--- src/design/irfe_pkg.sv ---
// Package with the symbol codes, gap times and sequencer microcode of the IR frame encoder.
`timescale 1ns / 1ps
`default_nettype none

package irfe_pkg;

  localparam int unsigned MarkW  = 10;
  localparam int unsigned SpaceW = 14;
  localparam int unsigned FrameBits = 16;
  localparam int unsigned BitCntW = $clog2(FrameBits);
  localparam int unsigned PcW = 3;

  localparam logic [MarkW-1:0] MarkReset = MarkW'(200);

  localparam logic [SpaceW-1:0] GapStartShort = SpaceW'(3125);
  localparam logic [SpaceW-1:0] GapStartLong  = SpaceW'(15625);
  localparam logic [SpaceW-1:0] GapZero       = SpaceW'(3125);
  localparam logic [SpaceW-1:0] GapOne        = SpaceW'(9375);
  localparam logic [SpaceW-1:0] GapRepeat     = SpaceW'(6250);
  localparam logic [SpaceW-1:0] GapTrailer    = SpaceW'(12500);
  localparam logic [SpaceW-1:0] GapStop       = SpaceW'(1);

  typedef enum logic [2:0] {
    KIND_START   = 3'd0,
    KIND_ZERO    = 3'd1,
    KIND_ONE     = 3'd2,
    KIND_REPEAT  = 3'd3,
    KIND_TRAILER = 3'd4,
    KIND_STOP    = 3'd5
  } kind_e;

  typedef enum logic [0:0] {
    OP_FIXED = 1'b0,
    OP_BIT   = 1'b1
  } op_e;

  typedef enum logic [1:0] {
    ST_IDLE = 2'b01,
    ST_RUN  = 2'b10
  } state_e;

  localparam logic [PcW-1:0] PcStart0  = PcW'(0);
  localparam logic [PcW-1:0] PcStart1  = PcW'(1);
  localparam logic [PcW-1:0] PcStart2  = PcW'(2);
  localparam logic [PcW-1:0] PcStart3  = PcW'(3);
  localparam logic [PcW-1:0] PcBits    = PcW'(4);
  localparam logic [PcW-1:0] PcTrailer = PcW'(5);
  localparam logic [PcW-1:0] PcStop    = PcW'(6);

  typedef struct packed {
    op_e              op;
    kind_e            kind;
    logic [SpaceW-1:0] space;
    logic             last;
    logic             loop;
    logic [PcW-1:0]   loop_pc;
    logic             done;
  } uword_t;

  function automatic uword_t ucode(input logic [PcW-1:0] pc);
    uword_t w;
    w = '{op: OP_FIXED, kind: KIND_STOP, space: GapStop, last: 1'b1,
          loop: 1'b0, loop_pc: PcStart0, done: 1'b1};
    case (pc)
      PcStart0: w = '{OP_FIXED, KIND_START, GapStartShort, 1'b0, 1'b0, PcStart0, 1'b0};
      PcStart1: w = '{OP_FIXED, KIND_START, GapStartShort, 1'b0, 1'b0, PcStart0, 1'b0};
      PcStart2: w = '{OP_FIXED, KIND_START, GapStartLong, 1'b0, 1'b0, PcStart0, 1'b0};
      PcStart3: w = '{OP_FIXED, KIND_START, GapStartShort, 1'b0, 1'b0, PcStart0, 1'b0};
      PcBits:   w = '{OP_BIT, KIND_REPEAT, GapRepeat, 1'b0, 1'b1, PcBits, 1'b0};
      PcTrailer: w = '{OP_FIXED, KIND_TRAILER, GapTrailer, 1'b0, 1'b0, PcStart0, 1'b0};
      PcStop:   w = '{OP_FIXED, KIND_STOP, GapStop, 1'b1, 1'b0, PcStart0, 1'b1};
      default:  w = '{OP_FIXED, KIND_STOP, GapStop, 1'b1, 1'b0, PcStart0, 1'b1};
    endcase
    return w;
  endfunction

endpackage

`default_nettype wire

--- src/design/ir_remote_frame_encoder_top.sv ---
// IR remote frame encoder: a microcoded sequencer that turns an address/command pair into 22 symbols.
// After an item is accepted, the state register enters run and the first symbol is then registered onto the output.
// Throughput: one symbol per cycle when the output is not stalled.
// The step counter walks a seven-word program; the data-bit word repeats 16 times.
// A new item is taken in the cycle the stop symbol is issued, so frames can run back to back.
// Reset (asynchronous, active low) idles the sequencer, empties the output and sets mark time to 200.
`timescale 1ns / 1ps
`default_nettype none

module ir_remote_frame_encoder_top (
  input  wire logic        clk_i,
  input  wire logic        rst_ni,
  input  wire logic        cfg_wr_en_i,
  input  wire logic [9:0]  cfg_wr_data_i,    // mark_time_us
  input  wire logic        s_axis_tvalid_i,
  output logic             s_axis_tready_o,
  input  wire logic [15:0] s_axis_tdata_i,   // [7:0] address, [15:8] command
  output logic             m_axis_tvalid_o,
  input  wire logic        m_axis_tready_i,
  output logic [23:0]      m_axis_tdata_o,   // [9:0] mark_us, [23:10] space_us
  output logic [2:0]       m_axis_tuser_o,   // [2:0] symbol_kind
  output logic             m_axis_tlast_o    // last_symbol
);

  irfe_pkg::state_e                 state_q, state_d;
  logic [irfe_pkg::PcW-1:0]         pc_q, pc_d;
  logic [irfe_pkg::BitCntW-1:0]     cnt_q, cnt_d;
  logic [irfe_pkg::FrameBits-1:0]   shreg_q, shreg_d;
  logic                             prev_q, prev_d;
  logic [irfe_pkg::MarkW-1:0]       mark_q;
  logic                             ovalid_q, ovalid_d;
  irfe_pkg::kind_e                  okind_q, okind_d;
  logic [irfe_pkg::SpaceW-1:0]      ospace_q, ospace_d;
  logic [irfe_pkg::MarkW-1:0]       omark_q;
  logic                             olast_q, olast_d;

  irfe_pkg::uword_t uw;
  logic             step;
  logic             accept;
  logic             bit_cur;
  logic             cnt_end;

  assign uw      = irfe_pkg::ucode(pc_q);
  assign step    = (state_q == irfe_pkg::ST_RUN) && (!ovalid_q || m_axis_tready_i);
  assign bit_cur = shreg_q[irfe_pkg::FrameBits-1];
  assign cnt_end = (cnt_q == irfe_pkg::BitCntW'(irfe_pkg::FrameBits - 1));

  assign s_axis_tready_o = (state_q == irfe_pkg::ST_IDLE) || (step && uw.done);
  assign accept          = s_axis_tvalid_i && s_axis_tready_o;

  always_comb begin
    state_d  = state_q;
    pc_d     = pc_q;
    cnt_d    = cnt_q;
    shreg_d  = shreg_q;
    prev_d   = prev_q;
    ovalid_d = ovalid_q && !m_axis_tready_i;
    okind_d  = okind_q;
    ospace_d = ospace_q;
    olast_d  = olast_q;

    if (step) begin
      ovalid_d = 1'b1;
      okind_d  = uw.kind;
      ospace_d = uw.space;
      olast_d  = uw.last;
      if (uw.op == irfe_pkg::OP_BIT) begin
        if (bit_cur == prev_q) begin
          okind_d  = irfe_pkg::KIND_REPEAT;
          ospace_d = irfe_pkg::GapRepeat;
        end else if (bit_cur) begin
          okind_d  = irfe_pkg::KIND_ONE;
          ospace_d = irfe_pkg::GapOne;
        end else begin
          okind_d  = irfe_pkg::KIND_ZERO;
          ospace_d = irfe_pkg::GapZero;
        end
        prev_d  = bit_cur;
        shreg_d = {shreg_q[irfe_pkg::FrameBits-2:0], 1'b0};
        cnt_d   = cnt_q + irfe_pkg::BitCntW'(1);
      end
      if (uw.loop && !cnt_end) begin
        pc_d = uw.loop_pc;
      end else begin
        pc_d = pc_q + irfe_pkg::PcW'(1);
      end
      if (uw.done) begin
        state_d = irfe_pkg::ST_IDLE;
      end
    end

    if (accept) begin
      state_d = irfe_pkg::ST_RUN;
      pc_d    = irfe_pkg::PcStart0;
      cnt_d   = '0;
      prev_d  = 1'b0;
      shreg_d = {s_axis_tdata_i[7:0], s_axis_tdata_i[15:8]};
    end
  end

  always_ff @(posedge clk_i or negedge rst_ni) begin
    if (!rst_ni) begin
      state_q  <= irfe_pkg::ST_IDLE;
      pc_q     <= irfe_pkg::PcStart0;
      cnt_q    <= '0;
      prev_q   <= 1'b0;
      ovalid_q <= 1'b0;
      mark_q   <= irfe_pkg::MarkReset;
    end else begin
      state_q  <= state_d;
      pc_q     <= pc_d;
      cnt_q    <= cnt_d;
      prev_q   <= prev_d;
      ovalid_q <= ovalid_d;
      if (cfg_wr_en_i) begin
        mark_q <= cfg_wr_data_i;
      end
    end
  end

  always_ff @(posedge clk_i) begin
    shreg_q  <= shreg_d;
    okind_q  <= okind_d;
    ospace_q <= ospace_d;
    olast_q  <= olast_d;
    if (step) begin
      omark_q <= mark_q;
    end
  end

  assign m_axis_tvalid_o = ovalid_q;
  assign m_axis_tdata_o  = {ospace_q, omark_q};
  assign m_axis_tuser_o  = okind_q;
  assign m_axis_tlast_o  = olast_q;

`ifndef SYNTHESIS
  a_last_is_stop: assert property (@(posedge clk_i) disable iff (!rst_ni)
    (m_axis_tvalid_o && m_axis_tlast_o) |-> (m_axis_tuser_o == irfe_pkg::KIND_STOP))
    else $error("last symbol is not a stop symbol");

  a_cnt_idle_outside_bits: assert property (@(posedge clk_i) disable iff (!rst_ni)
    (state_q == irfe_pkg::ST_RUN && pc_q < irfe_pkg::PcBits) |-> (cnt_q == '0))
    else $error("bit counter moved before the data bits");

  a_accept_restarts: assert property (@(posedge clk_i) disable iff (!rst_ni)
    accept |=> (state_q == irfe_pkg::ST_RUN && pc_q == irfe_pkg::PcStart0 && !prev_q))
    else $error("accepted item did not restart the program");

  a_bits_done_leave_loop: assert property (@(posedge clk_i) disable iff (!rst_ni)
    (step && pc_q == irfe_pkg::PcBits && cnt_end) |=> (pc_q == irfe_pkg::PcTrailer))
    else $error("data bit loop did not exit after sixteen bits");
`endif

endmodule

`default_nettype wire

--- config.mk ---
export PLATFORM = sky130hd
export DESIGN_NAME = ir_remote_frame_encoder_top
export DESIGN_NICKNAME = d
export VERILOG_FILES = /design/src/design/irfe_pkg.sv /design/src/design/ir_remote_frame_encoder_top.sv
export SDC_FILE = /design/constraint.sdc
export NUM_CORES = 1
export LEC_CHECK = 0
export BUFFER_PORTS_ARGS = -buffer_cell sky130_fd_sc_hd__buf_2
export CAP_MARGIN = 15
export CELL_PAD_IN_SITES_DETAIL_PLACEMENT = 1
export CELL_PAD_IN_SITES_GLOBAL_PLACEMENT = 2
export CORE_ASPECT_RATIO = 1.1
export CORE_MARGIN = 3
export CORE_UTILIZATION = 33
export DETAILED_ROUTE_END_ITERATION = 10
export PLACE_DENSITY = 0.72
export SYNTH_ARGS = -nofsm -noshare
export SYNTH_HDL_FRONTEND = slang
export SYNTH_SLANG_ARGS = --single-unit
--- constraint.sdc ---
create_clock -name clk_i -period 2.6 [get_ports clk_i]
set_input_delay 0.52 -clock clk_i [delete_from_list [all_inputs] [get_ports clk_i]]
set_output_delay 0.52 -clock clk_i [all_outputs]
set_load 0.05 [all_outputs]
# Word level (Yosys, flattened, before mapping)
# Cells that the tools add are included.
op_classes:
  shift: 0
  n_mul: 0
  eq_ne: 9
  muxes: 23
  bitwise: 0
  div: 0
  addsub: 2
  order_cmp: 0
  reduce_logical: 17
ops:
  columns: ["op", "count"]
  rows:
  - ["one-hot mux 24 bit (4 select lines)", 1]
  - ["2-to-1 mux 16 bit", 3]
  - ["2-to-1 mux 14 bit", 3]
  - ["2-to-1 mux 3 bit", 4]
  - ["2-to-1 mux 4 bit", 3]
  - ["2-to-1 mux 2 bit", 5]
  - ["equality test 3 x 2 -> 1 bit (second input constant)", 2]
  - ["equality test 3 bit (second input constant)", 2]
  - ["nonzero test 2 bit", 3]
  - ["logical AND 1 bit", 5]
  - ["adder 4 x 1 -> 4 bit (second input constant)", 1]
  - ["equality test 4 bit (second input constant)", 1]
  - ["2-to-1 mux 1 bit", 4]
  - ["AND reduction 2 bit", 2]
  - ["adder 3 x 1 -> 3 bit (second input constant)", 1]
  - ["equality test 3 x 1 -> 1 bit (second input constant)", 1]
  - ["logical NOT 1 bit", 3]
  - ["logical NOT 3 bit", 1]
  - ["OR reduction 3 bit", 1]
  - ["equality test 2 x 1 -> 1 bit (second input constant)", 1]
  - ["equality test 2 bit (second input constant)", 1]
  - ["logical OR 1 bit", 2]
  - ["equality test 1 bit", 1]
totals:
  word_cells: 62
  latch_bits: 0
  memories: 0
  out_inout_bits: 30
  input_bits: 31
  register_bits: 65
  mem_bits_ro: 0
  mem_bits_rw: 0

# Logic depth before layout (Yosys ltp)
# Gate-level depths: netlist (run 1).
logic_depth:
  word_depth: 8
  depth_mapped: 8
  depth_no_buf: 7

# Least setup slack after synthesis (run 1)
# No wires, ideal clock.
synth_timing:
  kind: "reg-to-reg"
  startpoint: "register pc_q[0] (netlist bit)"
  endpoint: "register shreg_q[10] (netlist bit) (data pin)"
  path_stages_with_launch: 8
  setup_ns: 0.260
  n_path_buf: 1
  required_time_ns: 2.340
  t_arrival_ns: 2.659
  setup_slack_ns: -0.320
  cell_sequence: "dfrtp_1 > ha_1 > ha_1 > or3_4 > o41ai_4 > nand2_4 > buf_6 > mux2_4"
synth_between:
  elab_chain_cells: 7
synth_lines:
  columns: ["element", "line", "rtl"]
  rows:
  - ["from (decl)", "ir_remote_frame_encoder_top.sv:26", "logic [irfe_pkg::PcW-1:0] pc_q, pc_d;"]
  - ["from (signal assigned)", "ir_remote_frame_encoder_top.sv:104", "pc_q <= irfe_pkg::PcStart0;"]
  - ["from (signal assigned)", "ir_remote_frame_encoder_top.sv:111", "pc_q <= pc_d;"]
  - ["equality test 3 x 2 -> 1 bit, or another cell as far along", "irfe_pkg.sv:64", "case (pc)"]
  - ["OR reduction 3 bit (no source line)", null, null]
  - ["one-hot mux 24 bit (4 select lines) (*)", "irfe_pkg.sv:64", null]
  - ["logical AND 1 bit (*)", "ir_remote_frame_encoder_top.sv:48", "assign s_axis_tready_o = (state_q == irfe_pkg::ST_IDLE) || (step && uw.done);"]
  - ["logical OR 1 bit (*)", "ir_remote_frame_encoder_top.sv:48", null]
  - ["named net s_axis_tready_o", "ir_remote_frame_encoder_top.sv:16", "output logic s_axis_tready_o,"]
  - ["logical AND 1 bit (*)", "ir_remote_frame_encoder_top.sv:49", "assign accept = s_axis_tvalid_i && s_axis_tready_o;"]
  - ["2-to-1 mux 16 bit (*)", "ir_remote_frame_encoder_top.sv:92", "if (accept) begin"]
  - ["named net shreg_d, one bit", "ir_remote_frame_encoder_top.sv:28", "logic [irfe_pkg::FrameBits-1:0] shreg_q, shreg_d;"]
  - ["to (signal assigned)", "ir_remote_frame_encoder_top.sv:122", "shreg_q <= shreg_d;"]
  - ["to (decl)", "ir_remote_frame_encoder_top.sv:28", null]
# Mark *: on every way through the listed nets, which the timed path passes. The rest lies on a longest branch.
# A chain may end at the register's enable or synchronous reset.

# Worst setup path in the final report (run 1)
layout_timing:
  startpoint: "register pc_q[0] (netlist bit)"
  endpoint: "output port s_axis_tready_o"
layout_between:
  elab_chain_cells: 5
layout_lines:
  columns: ["element", "line"]
  rows:
  - ["equality test 3 x 2 -> 1 bit, or another cell as far along", "irfe_pkg.sv:64"]
  - ["OR reduction 3 bit (no source line)", null]
  - ["one-hot mux 24 bit (4 select lines) (*)", "irfe_pkg.sv:64"]
  - ["logical AND 1 bit (*)", "ir_remote_frame_encoder_top.sv:48"]
  - ["logical OR 1 bit (*)", "ir_remote_frame_encoder_top.sv:48"]
  - ["to (decl)", "ir_remote_frame_encoder_top.sv:16"]
# Mark *: on every way between the ends. The rest lies on a longest branch, timed or not.

==> summary.md, run 1 <==
* **sequential cell area fraction in the yosys report** 0.654
* **number of clock sinks** 62
* **NetSw** 1970 uW
* **Skew-Pair Late Insertion Delay** 330 ps
* **minimum clock period** 2630 ps
* **clock power share** 0.166
* **total grt overflow** 0
* **Slew HR** 0.662
* **Port-buffer cells** 59
* **Setup TNS** -27.1 ps
* **DP HPWL** 3770 microns
* **type of the tightest min-delay check** input port to asynchronous set/reset pin
* **number of DRC markers after the initial detailed-route iteration** 30
* **post-synthesis simple-gate area fraction** 0.0780
* **yosys warns** 0
* **horizontal die dimension** 92.1 microns
* **outcome** complete, but fails checks
* **mux share of post-synthesis cell area** 0.126
* **Post-Synth Adder-Cell Area** 0.0418
* **number of levels the H-tree was split into** 3
* **Routability Congestion** 0.751
* **instance area at placement** 0.00313 sq mm
* **count of placed standard cells including taps** 345
* **critical path depth in cells** 5
* **global router's overall resource usage** 0.116
* **syn_nets** 224
* **drt first pass iters** 4
* **cell breakdown of the critical path** ha_4 > ha_4 > or3_4 > o41ai_4 > buf_6
* **Reg clk slew, reported paths** 70 ps
* **slowest CP cell** dfrtp_2
* **proportion of power drawn by flip-flops and latches** 0.380
* **worst stage delay on the critical path** 450 ps
* **Static Leak** 0.00143 uW
* **main combinational cell family by area after synthesis** multiplexers
* **highest ir drop seen on vdd** 0.713 mV
* **vias post-DR** 1619
* **final standard cell area without fillers** 0.00334 sq mm
* **Int Power** 2650 uW
* **initial antenna violation count** 0
* **FMAX** 381 MHz
* **number of antenna cells inserted** 0
* **post-DR vias/cell** 4.47
* **fraction of met1 tracks used by global routing** 0.146
* **vias in the first global route** 1704
* **cell family with most CP delay** flip-flops
* **global route hottest layer** met2
* **post-synthesis share of cell area spent on xor and xnor gates** 0.00975
* **TritonCTS Buffers** 9
* **fraction of post-synthesis cell area in the top cell type by area** 0.457
* **global-route wire length before repair** 8250 microns
* **synth top area cells** edfxtp_1, dfrtp_1, mux2_2
* **Starting Density** 0.351
* **Synth Area per Inst** 14.6 sq um
* **CTS tree** built
* **CP Launch Point** pc_q[0]
* **power per unit of standard cell area** 1380 mW/mm^2
* **FF+latch count, synth** 62
* **final cell count without fillers** 362
* **post-synthesis cell type count** 33
* **post-route clock period utilization** 1.01
* **maximum fanout encountered on the critical timing path** 6
* **kind of capture point of the worst setup path** output port
* **post-route ant nets** 0
* **cell type with the highest aggregate area in the netlist** edfxtp_1
* **total routed wirelength** 5040 microns
* **fraction of layout cells with a size suffix above 1** 0.482
* **slew at the pin closest to its max-slew limit** 507 ps
* **fraction of power spent switching nets** 0.426
* **Worst R2R End** shreg_q[10]
* **number of max-cap violations** 0
* **start-to-end type of the worst setup path** flop to output port
* **arrival time worst endpoint** 2110 ps
* **routed len/inst** 13.9 microns
* **met3 Use GR** 0.0291
* **Critical Path Most Common Cell** ha_4
* **pin count of the biggest net entering global routing** 24
* **RSZ-0062 raised after global routing** yes
* **Compound-Gate Fraction of Synth Area** 0.0539
* **number of nets in the finished design** 292
* **Synth Cell Area** 0.00269 sq mm
* **failing checks** negative setup slack
* **global-route track usage on met2** 0.188
* **floorplan core area** 0.00768 sq mm
* **combinational power share** 0.454
* **data required time at the worst endpoint** 2080 ps
* **CTS max path bufs** 2
* **number of I/O pins** 61
* **cell at the root of the clock tree** clkbuf_8
* **number of buffers inserted for hold repair after clock tree synthesis** 0
* **critical register-to-register path startpoint** pc_q[0]
* **Finish-stage setup viols** 1
* **Worst R2R Path Depth** 7
* **worst setup slack after layout** -27.1 ps
* **Worst Setup Start Kind** flop
* **count of endpoints failing hold in the final timing report** 0
* **number of remaining DRC errors** 0
* **vertical die dimension** 101 microns
* **buffers plus inverters on the worst setup path** 1
* **layout-stage area growth over the synthesis result** 24.0%
* **Die Footprint** 0.00928 sq mm
* **instance count of the mapped netlist** 184
* **site row count** 33
* **Worst Skew** 8.16 ps
* **internal reg-to-reg setup slack** 100 ps
* **Worst setup endpoint** s_axis_tready_o
* **final slew viol count** 0
-- power by group through the flow --
stage	combinational, uW	clock, uW	sequential, uW
5_1_grt	2270	843	1810
4_1_cts	2130	800	1760
2_1_floorplan	1030	0	2360
3_3_place_gp	2070	0	1750
3_5_place_dp	2100	0	1770
6_report	2100	767	1760
-- cells in the final DEF, fill, tap and decap left out, drive strengths merged, types with 3 or more instances in the layout --
cell type and instances:
nor4 3, mux2 25, a21oi 8, nor2 10, ha 9, edfxtp 41, clkbuf 10, nand2 12
inv 12, or2 3, dfrtp 17, xnor2 3, buf 67, o21ai 8, dfstp 4, nand2b 3
-- cell usage after synthesis --
cell,count
nor2_1,10
dfrtp_1,17
nand2b_1,3
conb_1,1
mux2i_1,2
mux2_4,10
or3_4,1
nand2_4,1
ha_1,9
mux2_2,15
and3_1,1
or2_2,3
clkbuf_1,4
nand3_1,2
o21ai_0,8
or2b_1,1
a21boi_0,1
nor3_1,2
a21oi_1,8
edfxtp_1,41
a211oi_1,2
o41ai_4,1
buf_2,1
buf_4,4
and2_1,2
buf_6,1
nor2b_1,1
xnor2_1,3
nor4_1,3
a21o_1,2
dfstp_2,4
inv_1,9
nand2_1,11
-- area by class of cell --
cell class / count / area (sq um)
Clock buffer: 10 / 138
Clock inverter: 6 / 43.8
Fill cell: 835 / 4340
Inverter: 9 / 33.8
Multi-Input combinational cell: 103 / 867
Sequential cell: 62 / 1760
Tap cell: 105 / 131
Timing Repair Buffer: 67 / 362
-- layer usage --
| metal | wire length, microns | part of all wire |
|---|---|---|
| met1 | 2300 | 0.46 |
| met5 | 0 | 0 |
| met4 | 60 | 0.012 |
| met2 | 2380 | 0.47 |
| met3 | 299 | 0.059 |
-- cells by family (layout without fill, tap and decap cells) --
| logic type | Yosys count | count (layout) |
|---|---|---|
| adders and majority gates | 9 | 9 |
| DFF | 62 | 62 |
| muxes | 27 | 27 |
| other | 1 | 1 |
| xor gates and xnor gates | 3 | 3 |
| and+or+nand+nor | 41 | 41 |
| AOI/OAI and AO/OA | 22 | 22 |
| buffers and inverters | 19 | 92 |
-- what timing repair did --
action	4_1_cts	5_1_grt
pin swaps	1	2
resized for setup	2	4
endpoints found under the setup margin	1	1
buffers inserted	1	0
-- per-stage QoR --
| step | utilization | power, uW | setup slack (ps) | hold slack [ps] |
|---|---|---|---|---|
| finish | 0.435 | 4620 | -27.1 | 143 |
| global route | 0.435 | 4920 | -95.4 | 185 |
| CTS | 0.433 | 4680 | -46.7 | 151 |
| detailed placement | 0.408 | 3870 | 84.5 | 432 |
| global placement | 0.408 | 3820 | 124 | 422 |
| floorplan | - | 3380 | -242 | 224 |
-- worst min-delay path by stage --
stage | slack [ps] | endpoint | startpoint | cells after the start
floorplan | 220 | cnt_q[0] | rst_ni | 0
global route | 180 | pc_q[2] | rst_ni | 1
detailed placement | 430 | omark_q[8] | mark_q[8] | 0
finish | 140 | pc_q[2] | rst_ni | 1
global placement | 420 | omark_q[0] | mark_q[0] | 0
CTS | 150 | pc_q[2] | rst_ni | 1
-- state kept, by name, indices dropped and copies added, names as in the netlist --
signal           flops
m_axis_tuser_o       2
pc_q                 3
m_axis_tvalid_o      1
shreg_q             16
mark_q              10
ospace_q            12
state_q              2
cnt_q                4
omark_q             10
m_axis_tlast_o       1
prev_q               1
Note: power is estimated with default switching activity, not from simulation.
==> run 2: changes to the inputs <==
--- a/config.mk
+++ b/config.mk
@@ -5,12 +5,12 @@
 export SDC_FILE = /design/constraint.sdc
 export NUM_CORES = 1
 export LEC_CHECK = 0
+export ABC_CLOCK_PERIOD_IN_PS = 2600
 export BUFFER_PORTS_ARGS = -buffer_cell sky130_fd_sc_hd__buf_2
 export CAP_MARGIN = 15
 export CELL_PAD_IN_SITES_DETAIL_PLACEMENT = 1
 export CELL_PAD_IN_SITES_GLOBAL_PLACEMENT = 2
 export CORE_ASPECT_RATIO = 1.1
-export CORE_MARGIN = 3
 export CORE_UTILIZATION = 33
 export DETAILED_ROUTE_END_ITERATION = 10
 export PLACE_DENSITY = 0.72
==> run 2 against run 1 <==
Against the previous run:
- the flow now finishes without violations
- die area shrank 8.1%
- clock skew grew 5.1 ps
- via count grew 0.86%
- combinational power is essentially flat
- largest power group unchanged
==> summary.md, run 2 (synthesized netlist as in run 1, its figures left out) <==
* **vertical die dimension** 96.8 microns, was 101 microns
* **power per unit of standard cell area** 1410 mW/mm^2, was 1380 mW/mm^2
* **FMAX** 404 MHz, was 381 MHz
* **site row count** 34, was 33
* **final slew viol count** 0, unchanged
* **number of DRC markers after the initial detailed-route iteration** 44, was 30
* **arrival time worst endpoint** 1960 ps, was 2110 ps
* **highest ir drop seen on vdd** 0.451 mV, was 0.713 mV
* **Routability Congestion** 0.747, was 0.751
* **type of the tightest min-delay check** input port to asynchronous set/reset pin, unchanged
* **number of remaining DRC errors** 0, unchanged
* **Worst Setup Start Kind** flop, unchanged
* **global-route wire length before repair** 8460 microns, was 8250 microns
* **outcome** finished clean, was complete, but fails checks
* **horizontal die dimension** 88.1 microns, was 92.1 microns
* **Reg clk slew, reported paths** 80 ps, was 70 ps
* **number of nets in the finished design** 294, was 292
* **post-layout utilization of the core** 0.426, was 0.435
* **M1 wire length** 2230 microns, was 2300 microns
* **Skew-Pair Late Insertion Delay** 340 ps, was 330 ps
* **post-DR vias/cell** 4.45, was 4.47
* **vias post-DR** 1633, was 1619
* **data required time at the worst endpoint** 2080 ps, about the same
* **layout-stage area growth over the synthesis result** 25.2%, was 24.0%
* **post-route ant nets** 0, unchanged
* **met2 wire length** 2730 microns, was 2380 microns
* **flip-flop count of the largest register, all copies and words added** 16, unchanged
* **number of levels the H-tree was split into** 3, unchanged
* **Starting Density** 0.340, was 0.351
* **CTS max path bufs** 2, unchanged
* **drt first pass iters** 4, unchanged
* **Top Registers** shreg_q (16), ospace_q (12), unchanged
* **count of endpoints failing hold in the final timing report** 0, unchanged
* **global router's overall resource usage** 0.133, was 0.116
* **instance area at placement** 0.00314 sq mm, was 0.00313 sq mm
* **number of clock sinks** 62, unchanged
* **total routed wirelength** 5270 microns, was 5040 microns
* **number of antenna cells inserted** 0, unchanged
* **highest-count cells in the layout ignoring fill and taps** buf_2, edfxtp_1, dfrtp_1, mux2_2, nand2_1, was buf_2, edfxtp_1, mux2_2, dfrtp_1, nand2_1
* **CTS tree** built, unchanged
* **cell at the root of the clock tree** clkbuf_8, unchanged
* **internal reg-to-reg setup slack** 240 ps, was 100 ps
* **post-route clock period utilization** 0.953, was 1.01
* **Finish-stage setup viols** 0, was 1
* **total grt overflow** 0, unchanged
* **fraction of layout cells with a size suffix above 1** 0.483, was 0.482
* **floorplan core area** 0.00791 sq mm, was 0.00768 sq mm
* **RSZ-0062 raised after global routing** no, was yes
* **kind of capture point of the worst setup path** output port, unchanged
* **start-to-end type of the worst setup path** flop to output port, unchanged
* **Die Footprint** 0.00853 sq mm, was 0.00928 sq mm
* **routed length on met3** 236 microns, was 299 microns
* **number of max-cap violations** 0, unchanged
* **minimum clock period** 2480 ps, was 2630 ps
* **Static Leak** 0.00145 uW, was 0.00143 uW
* **number of I/O pins** 61, unchanged
* **routed len/inst** 14.4 microns, was 13.9 microns
* **Port-buffer cells** 59, unchanged
* **maximum fanout encountered on the critical timing path** 6, unchanged
* **TritonCTS Buffers** 9, unchanged
* **fillers** 871, was 835
* **initial antenna violation count** 0, unchanged
* **Top Layer Used** met4, unchanged
* **Worst Skew** 13.2 ps, was 8.16 ps
* **most frequent standard cell in the layout excluding fill and tap cells** buf_2, unchanged
* **largest register by flop count** shreg_q, unchanged
* **final standard cell area without fillers** 0.00337 sq mm, was 0.00334 sq mm
* **Worst R2R Path Depth** 7, unchanged
* **DP HPWL** 3790 microns, was 3770 microns
* **vias in the first global route** 1710, was 1704
* **pin count of the biggest net entering global routing** 22, was 24
* **number of buffers inserted for hold repair after clock tree synthesis** 0, unchanged
## run 2: area by class of cell
cell class	instances	area, sq um	share of cell area
Inverter	9	33.8	0.0100
Clock inverter	7	82.6	0.0245
Tap cell	108	135	0.0401
Sequential cell	62	1760	0.523
Timing Repair Buffer	69	377	0.112
Clock buffer	9	124	0.0367
Multi-Input combinational cell	103	857	0.254
## run 2: final timing paths
path,start,to
setup / recovery,pc_q[0],s_axis_tready_o
hold / removal,rst_ni,pc_q[2]
setup reg to reg,pc_q[0],shreg_q[6]
hold reg to reg,mark_q[5],omark_q[5]
max in group asynchronous,rst_ni,state_q[0]
min in group clk_i,cfg_wr_data_i[3],mark_q[3]
## run 2: metal layers
| layer | global-route usage | vias up |
|---|---|---|
| met4 | 0.0484 | 0 |
| met5 | 0 | - |
| met1 | 0.161 | 794 |
| met2 | 0.230 | 45 |
| li1 | - | 787 |
| met3 | 0.0290 | 7 |
## run 2: power breakdown
group,switching [uW],leakage (uW),internal [uW],total (uW)
Clock,416,0.0000980,455,871
Combinational,1450,0.000714,679,2130
Sequential,143,0.000635,1600,1750
## run 2: critical path, stage by stage, from the launching register on
cell	delay [ps]
dfrtp_2	440
ha_2	200
ha_4	150
or3_4	330
o41ai_4	280
buf_6	210
## run 2: metrics by stage
step	hold WS (ps)	std cells	TNS (ps)	setup WS (ps)	power (uW)
floorplan	224	184	-4590	-242	3380
global placement	426	349	0	126	3830
detailed placement	432	349	0	104	3890
CTS	152	367	-24.9	-24.9	4820
global route	177	367	0	31.8	5020
finish	134	367	0	123	4740
## run 2: repair_timing
action / in CTS / in global routing
buffers inserted: 2 / 0
gates resized for setup: 2 / 2
endpoints found under the setup margin: 1 / 2
pin swaps: 2 / 1
==> run 3: changes to the inputs <==
--- a/config.mk
+++ b/config.mk
@@ -13,6 +13,7 @@
 export CORE_ASPECT_RATIO = 1.1
 export CORE_UTILIZATION = 33
 export DETAILED_ROUTE_END_ITERATION = 10
+export MAX_ROUTING_LAYER = met4
 export PLACE_DENSITY = 0.72
 export SYNTH_ARGS = -nofsm -noshare
 export SYNTH_HDL_FRONTEND = slang
==> run 3 against run 2 <==
Against the previous run:
- combinational power hardly changed
- setup slack better by 1.0 ps
- clock-buffer cell count is the same
- first-iteration DRC count is the same
- critical endpoint unchanged
- die area did not move
- critical path depth unchanged
- critical path type unchanged
- sequential share of layout area did not move
- largest power group unchanged
- clock power about the same
==> summary.md, run 3 (synthesized netlist as in run 1, its figures left out) <==
* **fraction of power spent switching nets** 0.423, about the same
* **NetSw** 2010 uW, about the same
* **final slew viol count** 0, unchanged
* **fraction of layout cells with a size suffix above 1** 0.483, unchanged
* **worst stage delay on the critical path** 440 ps, about the same
* **minimum clock period** 2480 ps, about the same
* **Worst Setup Start Kind** flop, unchanged
* **CTS max path bufs** 2, unchanged
* **total routed wirelength** 5290 microns, was 5270 microns
* **number of levels the H-tree was split into** 3, unchanged
* **global route hottest layer** met2, unchanged
* **post-DR vias/cell** 4.45, about the same
* **global-route track usage on met2** 0.230, unchanged
* **Finish-stage setup viols** 0, unchanged
* **count of endpoints failing hold in the final timing report** 0, unchanged
* **kind of capture point of the worst setup path** output port, unchanged
* **Worst R2R End** shreg_q[6], unchanged
* **vertical die dimension** 96.8 microns, unchanged
* **power per unit of standard cell area** 1410 mW/mm^2, about the same
* **highest ir drop seen on vdd** 0.451 mV, about the same
* **pin count of the biggest net entering global routing** 22, unchanged
* **arrival time worst endpoint** 1960 ps, about the same
* **site row count** 34, unchanged
* **Top Registers** shreg_q (16), ospace_q (12), unchanged
* **DP HPWL** 3790 microns, unchanged
* **global-route wire length before repair** 8450 microns, was 8460 microns
* **flip-flop count of the largest register, all copies and words added** 16, unchanged
* **FMAX** 404 MHz, about the same
* **number of I/O pins** 61, unchanged
* **clock power share** 0.184, about the same
* **number of DRC markers after the initial detailed-route iteration** 44, unchanged
* **highest-count cells in the layout ignoring fill and taps** buf_2, edfxtp_1, dfrtp_1, mux2_2, nand2_1, unchanged
* **Port-buffer cells** 59, unchanged
* **total grt overflow** 0, unchanged
* **Routability Congestion** 0.756, was 0.747
* **RSZ-0062 raised after global routing** no, unchanged
* **start-to-end type of the worst setup path** flop to output port, unchanged
* **final cell count without fillers** 367, unchanged
* **number of clock sinks** 62, unchanged
* **post-route clock period utilization** 0.952, was 0.953
* **outcome** finished clean, unchanged
* **Skew-Pair Late Insertion Delay** 340 ps, about the same
* **Worst R2R Path Depth** 7, unchanged
* **fraction of met1 tracks used by global routing** 0.161, unchanged
* **Starting Density** 0.340, unchanged
* **worst-case setup slack after placement** 104 ps, unchanged
* **routed len/inst** 14.4 microns, about the same
* **maximum fanout encountered on the critical timing path** 6, unchanged
* **vias in the first global route** 1712, was 1710
* **met3 Use GR** 0.0290, unchanged
* **number of nets in the finished design** 294, unchanged
* **number of antenna cells inserted** 0, unchanged
* **number of buffers inserted for hold repair after clock tree synthesis** 0, unchanged
* **initial antenna violation count** 0, unchanged
* **worst hold margin** 134 ps, about the same
* **internal reg-to-reg setup slack** 240 ps, about the same
* **critical register-to-register path startpoint** pc_q[0], unchanged
* **Static Leak** 0.00145 uW, unchanged
* **number of remaining DRC errors** 0, unchanged
* **Worst Skew** 13.3 ps, was 13.2 ps
* **Die Footprint** 0.00853 sq mm, unchanged
* **slowest CP cell** dfrtp_2, unchanged
* **horizontal die dimension** 88.1 microns, unchanged
* **proportion of power drawn by flip-flops and latches** 0.368, about the same
* **most frequent standard cell in the layout excluding fill and tap cells** buf_2, unchanged
* **global router's overall resource usage** 0.137, was 0.133
* **CTS tree** built, unchanged
* **floorplan core area** 0.00791 sq mm, unchanged
* **data required time at the worst endpoint** 2080 ps, about the same
* **number of max-cap violations** 0, unchanged
* **buffers plus inverters on the worst setup path** 1, unchanged
* **largest register by flop count** shreg_q, unchanged
* **drt first pass iters** 4, unchanged
* **count of placed standard cells including taps** 349, unchanged
* **post-route ant nets** 0, unchanged
* **worst setup slack after layout** 124 ps, was 123 ps
* **type of the tightest min-delay check** input port to asynchronous set/reset pin, unchanged
* **Int Power** 2740 uW, about the same
* **layout-stage area growth over the synthesis result** 25.2%, unchanged
* **combinational power share** 0.448, about the same
* **cell family with most CP delay** flip-flops, unchanged
* **TritonCTS Buffers** 9, unchanged
* **cell at the root of the clock tree** clkbuf_8, unchanged
* **vias post-DR** 1634, was 1633
* **Reg clk slew, reported paths** 80 ps, about the same
* **cell breakdown of the critical path** ha_2 > ha_4 > or3_4 > o41ai_4 > buf_6, unchanged
run 3: how the worst max path moves through the flow:
| stage | from | end | slack, ps | cells after the start |
|---|---|---|---|---|
| detailed placement | pc_q[0] | shreg_q[12] | 100 | 6 |
| floorplan | pc_q[0] | shreg_q[10] | -240 | 7 |
| CTS | pc_q[0] | s_axis_tready_o | -20 | 5 |
| global route | pc_q[0] | s_axis_tready_o | 30 | 5 |
| global placement | pc_q[0] | shreg_q[9] | 130 | 6 |
| finish | pc_q[0] | s_axis_tready_o | 120 | 5 |
run 3: area by class of cell:
type | instances | area [sq um]
Clock buffer | 9 | 124
Sequential cell | 62 | 1760
Clock inverter | 7 | 82.6
Fill cell | 871 | 4540
Tap cell | 108 | 135
Multi-Input combinational cell | 103 | 857
Timing Repair Buffer | 69 | 377
Inverter | 9 | 33.8
run 3: timing repair:
item                                    4_1_cts  5_1_grt
endpoints found under the setup margin        1        2
pin swaps                                     2        1
setup buffers                                 2        0
gates resized for setup                       2        2
run 3: metal layers:
layer | wire length (microns) | vias to the layer above
li1 | - | 787
met1 | 2250 | 795
met2 | 2730 | 45
met3 | 225 | 7
met4 | 73 | 0
met5 | 0 | -
run 3: stage by stage:
stage	utilization	power [uW]	setup TNS [ps]	area, sq um
final	0.426	4750	0	3370
after global routing	0.426	5020	0	3370
after CTS	0.426	4820	-24.9	3370
after detailed placement	0.397	3890	0	3140
after global placement	0.397	3830	0	3140
after floorplan	-	3380	-4590	2720
run 3: worst reg2reg max path, stage by stage (launching register included):
cell	delay, ps
dfrtp_2	440
ha_2	200
ha_4	150
or3_4	340
o41ai_4	280
buf_4	200
nand2_4	150
mux2_4	350
run 3: power by group through the flow:
stage | Sequential, uW | Combinational, uW | Clock [uW]
final | 1750 | 2130 | 872
after global routing | 1790 | 2290 | 936
after CTS | 1760 | 2160 | 899
after detailed placement | 1770 | 2120 | 0
after global placement | 1750 | 2080 | 0
after floorplan | 2360 | 1030 | 0
